==> src/hw/rtl/pwpe_pkg.sv <==
// Package for the weighted phase estimate block: widths, codes, FSM states,
// and the command/status structs between controller and datapath. No dependencies.
package pwpe_pkg;

  localparam int unsigned CONF_BITS = 16;

  localparam int unsigned WeightW  = 8;
  localparam int unsigned ConfW    = 16;
  localparam int unsigned PhaseW   = 16;
  localparam int unsigned CfgW     = 16;
  localparam int unsigned CsumW    = 32;
  localparam int unsigned PsumW    = 48;
  localparam int unsigned ResW     = 24;
  localparam int unsigned DvdW     = PsumW + 8;
  localparam int unsigned CntW     = $clog2(DvdW);
  localparam int unsigned DrainCycles = 4;

  typedef enum logic [1:0] {
    CFG_THRESHOLD    = 2'd0,
    CFG_CLIP         = 2'd1,
    CFG_WEIGHT_TOTAL = 2'd2
  } cfg_idx_e;

  typedef enum logic [3:0] {
    ST_IDLE,
    ST_DRAIN,
    ST_LOAD,
    ST_PH_INIT,
    ST_PH_DIV,
    ST_CF_INIT,
    ST_CF_DIV,
    ST_CF_STORE,
    ST_EMIT
  } state_e;

  typedef struct packed {
    logic cell_take;
    logic acc_load;
    logic div_init;
    logic div_conf;
    logic div_step;
    logic store_phase;
    logic store_conf;
  } pwpe_cmd_t;

  typedef struct packed {
    logic est_valid;
  } pwpe_sts_t;

endpackage

==> src/hw/rtl/pwpe_ctrl.sv <==
// Controller FSM: takes cells, drains the accumulate pipeline, sequences the
// two divisions when the estimate is valid and strobes the result. Depends on pwpe_pkg.
module pwpe_ctrl
  import pwpe_pkg::*;
(
  input  logic      clk_i,
  input  logic      rst_ni,
  input  logic      start_i,
  input  logic      last_cell_i,
  input  pwpe_sts_t sts_i,
  output pwpe_cmd_t cmd_o,
  output logic      busy_o,
  output logic      done_o
);

  state_e          state_q, state_d;
  logic [CntW-1:0] cnt_q, cnt_d;

  always_ff @(posedge clk_i or negedge rst_ni) begin
    if (!rst_ni) begin
      state_q <= ST_IDLE;
      cnt_q   <= '0;
    end else begin
      state_q <= state_d;
      cnt_q   <= cnt_d;
    end
  end

  always_comb begin
    state_d = state_q;
    cnt_d   = cnt_q;
    cmd_o   = '0;
    busy_o  = 1'b1;
    done_o  = 1'b0;
    case (state_q)
      ST_IDLE: begin
        busy_o          = 1'b0;
        cmd_o.cell_take = start_i;
        if (start_i && last_cell_i) begin
          state_d = ST_DRAIN;
          cnt_d   = '0;
        end
      end
      ST_DRAIN: begin
        if (cnt_q == CntW'(DrainCycles - 1)) begin
          state_d = ST_LOAD;
        end else begin
          cnt_d = CntW'(cnt_q + 1'b1);
        end
      end
      ST_LOAD: begin
        cmd_o.acc_load = 1'b1;
        state_d = sts_i.est_valid ? ST_PH_INIT : ST_EMIT;
      end
      ST_PH_INIT: begin
        cmd_o.div_init = 1'b1;
        cnt_d   = '0;
        state_d = ST_PH_DIV;
      end
      ST_PH_DIV: begin
        cmd_o.div_step = 1'b1;
        if (cnt_q == CntW'(DvdW - 1)) begin
          state_d = ST_CF_INIT;
        end else begin
          cnt_d = CntW'(cnt_q + 1'b1);
        end
      end
      ST_CF_INIT: begin
        cmd_o.store_phase = 1'b1;
        cmd_o.div_init    = 1'b1;
        cmd_o.div_conf    = 1'b1;
        cnt_d   = '0;
        state_d = ST_CF_DIV;
      end
      ST_CF_DIV: begin
        cmd_o.div_step = 1'b1;
        cmd_o.div_conf = 1'b1;
        if (cnt_q == CntW'(DvdW - 1)) begin
          state_d = ST_CF_STORE;
        end else begin
          cnt_d = CntW'(cnt_q + 1'b1);
        end
      end
      ST_CF_STORE: begin
        cmd_o.store_conf = 1'b1;
        state_d = ST_EMIT;
      end
      ST_EMIT: begin
        done_o  = 1'b1;
        state_d = ST_IDLE;
      end
      default: begin
        state_d = ST_IDLE;
      end
    endcase
  end

endmodule

==> src/hw/rtl/pwpe_datapath.sv <==
// Datapath: config registers, cell pipeline with the two accumulators, shared
// restoring divider and result registers. Depends on pwpe_pkg.
module pwpe_datapath
  import pwpe_pkg::*;
(
  input  logic                     clk_i,
  input  logic                     rst_ni,
  input  logic                     cfg_we_i,
  input  logic [1:0]               cfg_idx_i,
  input  logic [CfgW-1:0]          cfg_data_i,
  input  logic [WeightW-1:0]       cell_weight_i,
  input  logic [ConfW-1:0]         cell_confidence_i,
  input  logic signed [PhaseW-1:0] cell_phase_i,
  input  pwpe_cmd_t                cmd_i,
  output pwpe_sts_t                sts_o,
  output logic                     estimate_valid_o,
  output logic signed [ResW-1:0]   mean_phase_q8_o,
  output logic [ResW-1:0]          mean_confidence_q8_o
);

  localparam int unsigned ConfMaskW = (CONF_BITS < ConfW) ? CONF_BITS : ConfW;
  localparam logic [ConfW-1:0] ConfMask = ConfW'((33'd1 << ConfMaskW) - 33'd1);
  localparam int unsigned WpW   = WeightW + PhaseW + 1;
  localparam int unsigned ProdW = WpW + ConfW;

  // configuration
  logic [CfgW-1:0] thr_q, clip_q, wt_q;

  always_ff @(posedge clk_i or negedge rst_ni) begin
    if (!rst_ni) begin
      thr_q  <= CfgW'(16);
      clip_q <= CfgW'(512);
      wt_q   <= CfgW'(768);
    end else if (cfg_we_i) begin
      case (cfg_idx_e'(cfg_idx_i))
        CFG_THRESHOLD:    thr_q  <= cfg_data_i;
        CFG_CLIP:         clip_q <= cfg_data_i;
        CFG_WEIGHT_TOTAL: wt_q   <= cfg_data_i;
        default: ;
      endcase
    end
  end

  // cell pipeline; weight forced to zero for cells that do not count
  logic [ConfW-1:0] c_m, c_clip, off, b_c1_d, b_c2_d;
  logic             take;
  logic [WeightW-1:0]     a_w_q, b_w_q;
  logic [ConfW-1:0]       a_c_q, b_c1_q, b_c2_q, c_c2_q;
  logic signed [PhaseW-1:0] a_p_q, b_p_q;
  logic [WeightW+ConfW-1:0] wc1, c_wc1_q;
  logic signed [WpW-1:0]  wp, c_wp_q;
  logic signed [ProdW-1:0] prod, prod_q;
  logic [CsumW-1:0]       csum_q;
  logic [PsumW-1:0]       psum_q;

  assign c_m    = cell_confidence_i & ConfMask;
  assign take   = cmd_i.cell_take && (cell_weight_i != '0) && (c_m >= thr_q);
  assign c_clip = (c_m > clip_q) ? clip_q : c_m;
  assign off    = thr_q >> 2;
  assign b_c1_d = (a_c_q > off) ? ConfW'(a_c_q - off) : '0;
  assign b_c2_d = (b_c1_d > off) ? ConfW'(b_c1_d - off) : '0;
  assign wc1    = {{ConfW{1'b0}}, b_w_q} * {{WeightW{1'b0}}, b_c1_q};
  assign wp     = $signed({{(WpW-WeightW){1'b0}}, b_w_q})
                * $signed({{(WpW-PhaseW){b_p_q[PhaseW-1]}}, b_p_q});
  assign prod   = c_wp_q * $signed({1'b0, c_c2_q});

  always_ff @(posedge clk_i or negedge rst_ni) begin
    if (!rst_ni) begin
      a_w_q   <= '0;
      a_c_q   <= '0;
      a_p_q   <= '0;
      b_w_q   <= '0;
      b_p_q   <= '0;
      b_c1_q  <= '0;
      b_c2_q  <= '0;
      c_wc1_q <= '0;
      c_wp_q  <= '0;
      c_c2_q  <= '0;
      prod_q  <= '0;
      csum_q  <= '0;
      psum_q  <= '0;
    end else begin
      a_w_q   <= take ? cell_weight_i : '0;
      a_c_q   <= c_clip;
      a_p_q   <= cell_phase_i;
      b_w_q   <= a_w_q;
      b_p_q   <= a_p_q;
      b_c1_q  <= b_c1_d;
      b_c2_q  <= b_c2_d;
      c_wc1_q <= wc1;
      c_wp_q  <= wp;
      c_c2_q  <= b_c2_q;
      prod_q  <= prod;
      if (cmd_i.acc_load) begin
        csum_q <= '0;
        psum_q <= '0;
      end else begin
        csum_q <= CsumW'(csum_q + {{(CsumW-WeightW-ConfW){1'b0}}, c_wc1_q});
        psum_q <= PsumW'(psum_q + {{(PsumW-ProdW){prod_q[ProdW-1]}}, prod_q});
      end
    end
  end

  assign sts_o.est_valid = (wt_q != '0) && ({{(CsumW-CfgW){1'b0}}, wt_q} <= csum_q);

  // frame snapshot and shared restoring divider (quotient shifts into dvd_q)
  logic [CsumW-1:0] swc_q;
  logic [PsumW-1:0] sp_q, mag;
  logic [DvdW-1:0]  dvd_q;
  logic [CsumW-1:0] dsr_q, rem_q;
  logic [CsumW:0]   rem_sh;
  logic             ge;

  assign mag    = sp_q[PsumW-1] ? PsumW'(~sp_q + 1'b1) : sp_q;
  assign rem_sh = {rem_q, dvd_q[DvdW-1]};
  assign ge     = rem_sh >= {1'b0, dsr_q};

  always_ff @(posedge clk_i) begin
    if (cmd_i.acc_load) begin
      swc_q <= csum_q;
      sp_q  <= psum_q;
    end
    if (cmd_i.div_init) begin
      rem_q <= '0;
      if (cmd_i.div_conf) begin
        dvd_q <= {{(DvdW-CsumW-8){1'b0}}, swc_q, 8'd0};
        dsr_q <= {{(CsumW-CfgW){1'b0}}, wt_q};
      end else begin
        dvd_q <= {mag, 8'd0};
        dsr_q <= swc_q;
      end
    end else if (cmd_i.div_step) begin
      rem_q <= ge ? CsumW'(rem_sh - {1'b0, dsr_q}) : rem_sh[CsumW-1:0];
      dvd_q <= {dvd_q[DvdW-2:0], ge};
    end
  end

  // result registers
  localparam logic [DvdW-1:0] NegLim = DvdW'(24'h800000);
  localparam logic [DvdW-1:0] PosLim = DvdW'(24'h7FFFFF);
  localparam logic [DvdW-1:0] UnsLim = DvdW'(24'hFFFFFF);

  logic [ResW-1:0] ph_mag;
  logic [ResW-1:0] ph_res;
  logic [ResW-1:0] cf_res;

  always_comb begin
    if (sp_q[PsumW-1]) begin
      ph_mag = (dvd_q > NegLim) ? ResW'(NegLim) : dvd_q[ResW-1:0];
      ph_res = ResW'(~ph_mag + 1'b1);
    end else begin
      ph_mag = (dvd_q > PosLim) ? ResW'(PosLim) : dvd_q[ResW-1:0];
      ph_res = ph_mag;
    end
    cf_res = (dvd_q > UnsLim) ? ResW'(UnsLim) : dvd_q[ResW-1:0];
  end

  always_ff @(posedge clk_i or negedge rst_ni) begin
    if (!rst_ni) begin
      estimate_valid_o     <= 1'b0;
      mean_phase_q8_o      <= '0;
      mean_confidence_q8_o <= '0;
    end else begin
      if (cmd_i.acc_load) begin
        estimate_valid_o     <= sts_o.est_valid;
        mean_phase_q8_o      <= '0;
        mean_confidence_q8_o <= '0;
      end
      if (cmd_i.store_phase) begin
        mean_phase_q8_o <= $signed(ph_res);
      end
      if (cmd_i.store_conf) begin
        mean_confidence_q8_o <= cf_res;
      end
    end
  end

endmodule

==> src/hw/rtl/pdaf_weighted_phase_estimate.sv <==
// Non-last cells: one per cycle, busy_o stays low. A last cell raises busy_o; the strobe
// done_o follows the drain, the frame load and, when the estimate is valid, the two passes
// of the 56-step restoring divider. busy_o falls after the strobe cycle.
// The receiver cannot stall: each result shows for one cycle with done_o.
// Reset (rst_ni low, asynchronous) clears accumulators, pipeline and FSM and loads
// the register defaults; no clearing pass is needed.
module pdaf_weighted_phase_estimate
  import pwpe_pkg::*;
(
  input  logic                     clk_i,
  input  logic                     rst_ni,
  input  logic                     cfg_we_i,
  input  logic [1:0]               cfg_idx_i,
  input  logic [CfgW-1:0]          cfg_data_i,
  input  logic                     start_i,
  output logic                     busy_o,
  input  logic [WeightW-1:0]       cell_weight_i,
  input  logic [ConfW-1:0]         cell_confidence_i,
  input  logic signed [PhaseW-1:0] cell_phase_i,
  input  logic                     last_cell_i,
  output logic                     done_o,
  output logic                     estimate_valid_o,
  output logic signed [ResW-1:0]   mean_phase_q8_o,
  output logic [ResW-1:0]          mean_confidence_q8_o
);

  pwpe_cmd_t cmd;
  pwpe_sts_t sts;

  pwpe_ctrl u_ctrl (
    .clk_i       (clk_i),
    .rst_ni      (rst_ni),
    .start_i     (start_i),
    .last_cell_i (last_cell_i),
    .sts_i       (sts),
    .cmd_o       (cmd),
    .busy_o      (busy_o),
    .done_o      (done_o)
  );

  pwpe_datapath u_dp (
    .clk_i                (clk_i),
    .rst_ni               (rst_ni),
    .cfg_we_i             (cfg_we_i),
    .cfg_idx_i            (cfg_idx_i),
    .cfg_data_i           (cfg_data_i),
    .cell_weight_i        (cell_weight_i),
    .cell_confidence_i    (cell_confidence_i),
    .cell_phase_i         (cell_phase_i),
    .cmd_i                (cmd),
    .sts_o                (sts),
    .estimate_valid_o     (estimate_valid_o),
    .mean_phase_q8_o      (mean_phase_q8_o),
    .mean_confidence_q8_o (mean_confidence_q8_o)
  );

endmodule

==> config.mk <==
export PLATFORM = sky130hd
export DESIGN_NAME = pdaf_weighted_phase_estimate
export DESIGN_NICKNAME = d
export VERILOG_FILES = /design/src/hw/rtl/pwpe_pkg.sv /design/src/hw/rtl/pwpe_ctrl.sv /design/src/hw/rtl/pwpe_datapath.sv /design/src/hw/rtl/pdaf_weighted_phase_estimate.sv
export SDC_FILE = /design/constraint.sdc
export NUM_CORES = 2
export LEC_CHECK = 0
export ABC_AREA = 1
export BUFFER_PORTS_ARGS = -buffer_cell sky130_fd_sc_hd__clkbuf_2
export CORE_ASPECT_RATIO = 0.5
export CORE_MARGIN = 3
export CORE_UTILIZATION = 56
export DETAILED_ROUTE_END_ITERATION = 10
export HOLD_SLACK_MARGIN = 0.02
export PLACE_DENSITY = 0.72
export REMOVE_ABC_BUFFERS = 1
export SLEW_MARGIN = 20
export SYNTH_ARGS = -nofsm -noshare
export SYNTH_HDL_FRONTEND = slang
export SYNTH_HIERARCHICAL = 1
export SYNTH_SLANG_ARGS = --single-unit
==> constraint.sdc <==
create_clock -name clk_i -period 14.2 [get_ports clk_i]
set_clock_uncertainty 0.2 [all_clocks]
set_input_delay 0.71 -clock clk_i [delete_from_list [all_inputs] [get_ports clk_i]]
set_output_delay 0.71 -clock clk_i [all_outputs]
set_load 0.02 [all_outputs]
==> summary.md <==
| Metric | Value |
|---|---|
| PortBufs | 113 |
| Final min period | 6.83 ns |
| Run status | finished clean |
| Post-synth top flop | dfrtp_1 |
| Final Hold Fails | 0 |
| Data required time of the critical path | 14.54 ns |
| Via count | 44900 |
| Yosys cell types | 71 |
| Vias per std cell | 5.36 |
| First-pass GRT wire length | 239 mm |
| # hold bufs at CTS | 17 |
| Number of fill cells | 8789 |
| CP max stage cell | dfrtp_1 |
| Clock-pin slew on the worst setup and hold paths | 0.07 ns |
| Gr ovfl total | 0 |
| Final max-slew violation count | 0 |
| DR pass1 iterations | 6 |
| Cts bufs inserted | 57 |
| Max transition margin | 0.274 |
| Non-filler cells, final | 8381 |
| Largest net degree at the start of global routing | 168 |
| Cts repair resizes | 0 |
| Final setup viols | 0 |
| Cell Chain, Critical Path | nand2_1, inv_1, fa_1, inv_1, fa_1, inv_1, fa_1, fa_1, fa_1, inv_1, fa_1, inv_1, ha_1, a21oi_1, a21boi_0, o21ai_0, a21oi_1, o21ai_1, nand3_1, nand2_1, xor2_1 |
| Reg2Reg Launch Point | u_dp/c_c2_q[3]$_DFF_PN0_ |
| PwrDens | 80.6 nW/um2 |
| Seq cells post-synth | 589 |
| Count leader, synth | nand2_1 |
| Vias in the first global route | 43800 |
| Leading area contributor after synthesis | fa_1 |
| FF-to-FF path depth | 21 |
| Final period util | 0.481 |
| Cell area after synthesis | 56000 um2 |
| CP Launch Type | flip-flop |
| Top cell by count, worst path | fa_1 |
| Worst VDD drop | 0.000107 V |
| Hold WS | 0.109 ns |
| Met3 WL | 10.7 mm |
| Critical Path End Type | flip-flop |
| Data arrival time of the critical path | 7.18 ns |
| Io pins | 114 |
| WL met2 | 64.8 mm |
| DRC Markers | 0 |
| Pwr Total | 4.82 mW |
| CP bufs+invs | 5 |
| Hold path endpoint | u_dp/a_w_q[0]$_DFF_PN0_ |
| Die Y | 230 um |
| Most frequent cells after synthesis | nand2_1 (1632), inv_1 (1524), fa_1 (577) |
| Die X | 453 um |
| Levels on crit path | 21 |
| Placed instance count | 8252 |
| Layout cells sized above 1 | 0.0499 |
| Critical path class | reg2reg |
| Setup Buffers After CTS | 0 |
| Post-DP HPWL | 115 mm |
| Worst Tran Pin Value | 1.09 ns |
| Maxcap violations | 0 |
| Area growth, synth to finish | 6.75% |
| Antenna-violating nets left | 0 |
| Clk sinks | 589 |
| Final Wtd Congestion | 1.00 |
| Row count | 81 |
| Clock tree buffer depth | 3 |
| CP Max Fanout | 25 |
| Post-Syn Instances | 7017 |
| WL final | 147 mm |
| Total Nets Final | 8015 |
| Overall Global Routing Usage | 0.288 |
| Crit path largest cell delay | 1.02 ns |
| CTS tree | built |
| Worst min path class | in2reg |
| Initial Utilization | 0.569 |
| DIE AREA | 104000 um2 |
| Hold Crit Start | cell_weight_i[0] |
| Reg2reg setup slack | 7.37 ns |
| Leakage | 33.6 nW |
| FMAX | 0.146 GHz |
| Max layer used | met5 |
| RSZ-0062 raised after global routing | no |
| WHS Path Cells | 3 |
| Ys Warns | 6 |
| Top post-synthesis cells by area | fa_1 (21%), dfrtp_1 (17%), nand2_1 (11%) |
| Metal-1 WL | 66.7 mm |
| Top Family by Delay on Critical Path | adder cells |
| 1st-iter DRT viols | 3624 |
| FF-to-FF End | u_dp/prod_q[36]$_DFF_PN0_ |
| Htree depth | 2 |
| CTS root buf | clkbuf_16 |
| Initial antenna violation count | 11 |
| Syn_area_per_cell | 7.97 um2 |
| Asr flop ratio synth | 0.660 |
| Core box area | 98400 um2 |
| Top cell type's share of synthesized area | 0.206 |
| Wire per inst | 17.5 um |
| Register area share after synthesis | 0.276 |
| Setup TNS | 0 ns |
| Worst skew pair latency | 0.66 ns |
| Post-synth EDFFs | 168 |
==> metal layers <==
metal,track usage,up-vias
li1,-,21600
met1,0.424,21500
met2,0.440,1540
met3,0.0419,272
met4,0.0873,2
met5,0,-
==> stage by stage <==
stage                     setup slack (ns)  area, um2  utilization
after floorplan                       5.20      54900            -
after global placement                7.43      57500        0.584
after detailed placement              7.35      57500        0.584
after CTS                             7.33      59700        0.607
after global routing                  6.77      59700        0.607
final                                 7.37      59700        0.607
==> power breakdown <==
part	switching (mW)	leakage [nW]	internal, mW
Sequential	0.193	7.26	1.85
Combinational	0.779	25.3	0.312
Clock	0.730	1.00	0.956
Total	1.70	33.6	3.12
==> final cells by class <==
cell class	instances	area, um2	area share
clock buffers	71	1590	0.0267
clock inverters	36	485	0.00813
well taps	1328	1660	0.0278
diodes	5	12.5	0.000209
inverters	1546	5810	0.0973
multi-input cells	4638	33700	0.564
repair buffers	168	1040	0.0175
flip-flops and latches	589	15400	0.258
==> how the worst max path moves through the flow <==
stage                                        from                        end  slack (ns)
finish                   u_dp/c_c2_q[3]$_DFF_PN0_  u_dp/prod_q[36]$_DFF_PN0_        7.37
global route             u_dp/c_c2_q[3]$_DFF_PN0_  u_dp/prod_q[36]$_DFF_PN0_        6.77
CTS                      u_dp/c_c2_q[3]$_DFF_PN0_  u_dp/prod_q[36]$_DFF_PN0_        7.33
detailed placement       u_dp/c_c2_q[3]$_DFF_PN0_  u_dp/prod_q[36]$_DFF_PN0_        7.35
global placement         u_dp/c_c2_q[3]$_DFF_PN0_  u_dp/prod_q[36]$_DFF_PN0_        7.43
floorplan           u_ctrl/state_q[3]$_DFFE_PN0P_    u_dp/dvd_q[9]$_DFFE_PP_        5.20
==> worst min-delay path: cells and delay by family <==
kind | cells | cell delay, ns
and+or+nand+nor | 1 | 0.05
buffers and inverters | 2 | 0.14
==> state kept, by name, summed over array words and instances, names as in the netlist, 25 cells and up <==
register     count
u_dp/csum_q     32
u_dp/dvd_q      56
u_dp/psum_q     48
u_dp/swc_q      32
u_dp/rem_q      32
u_dp/c_wp_q     25
u_dp/dsr_q      32
u_dp/sp_q       48
u_dp/prod_q     41
==> cells by family after synthesis <==
logic type                 synth area share
adders and majority gates             0.290
AOI/OAI and AO/OA                    0.0981
buffers and inverters                 0.122
xor gates and xnor gates             0.0275
and+or+nand+nor                       0.186
DFF                                   0.276
==> cell usage in the layout, fill, tap and decap left out, types with 26 or more instances in the layout <==
cell type  instances
a21oi_1          380
a21o_1            26
clkbuf_16         60
nand2_1         1632
o211ai_1          34
xnor2_1           70
nor3_1            58
nand4_1           44
inv_1           1522
clkbuf_2         112
edfxtp_1         168
nor2_1           443
a31oi_1           26
o21ai_1           34
ha_1             375
xor2_1           106
o21ai_0          366
dfxtp_1           32
buf_4             37
fa_1             577
o21bai_1          28
nand3_1          240
dfrtp_1          385
Power figures use the tool's default switching activity.
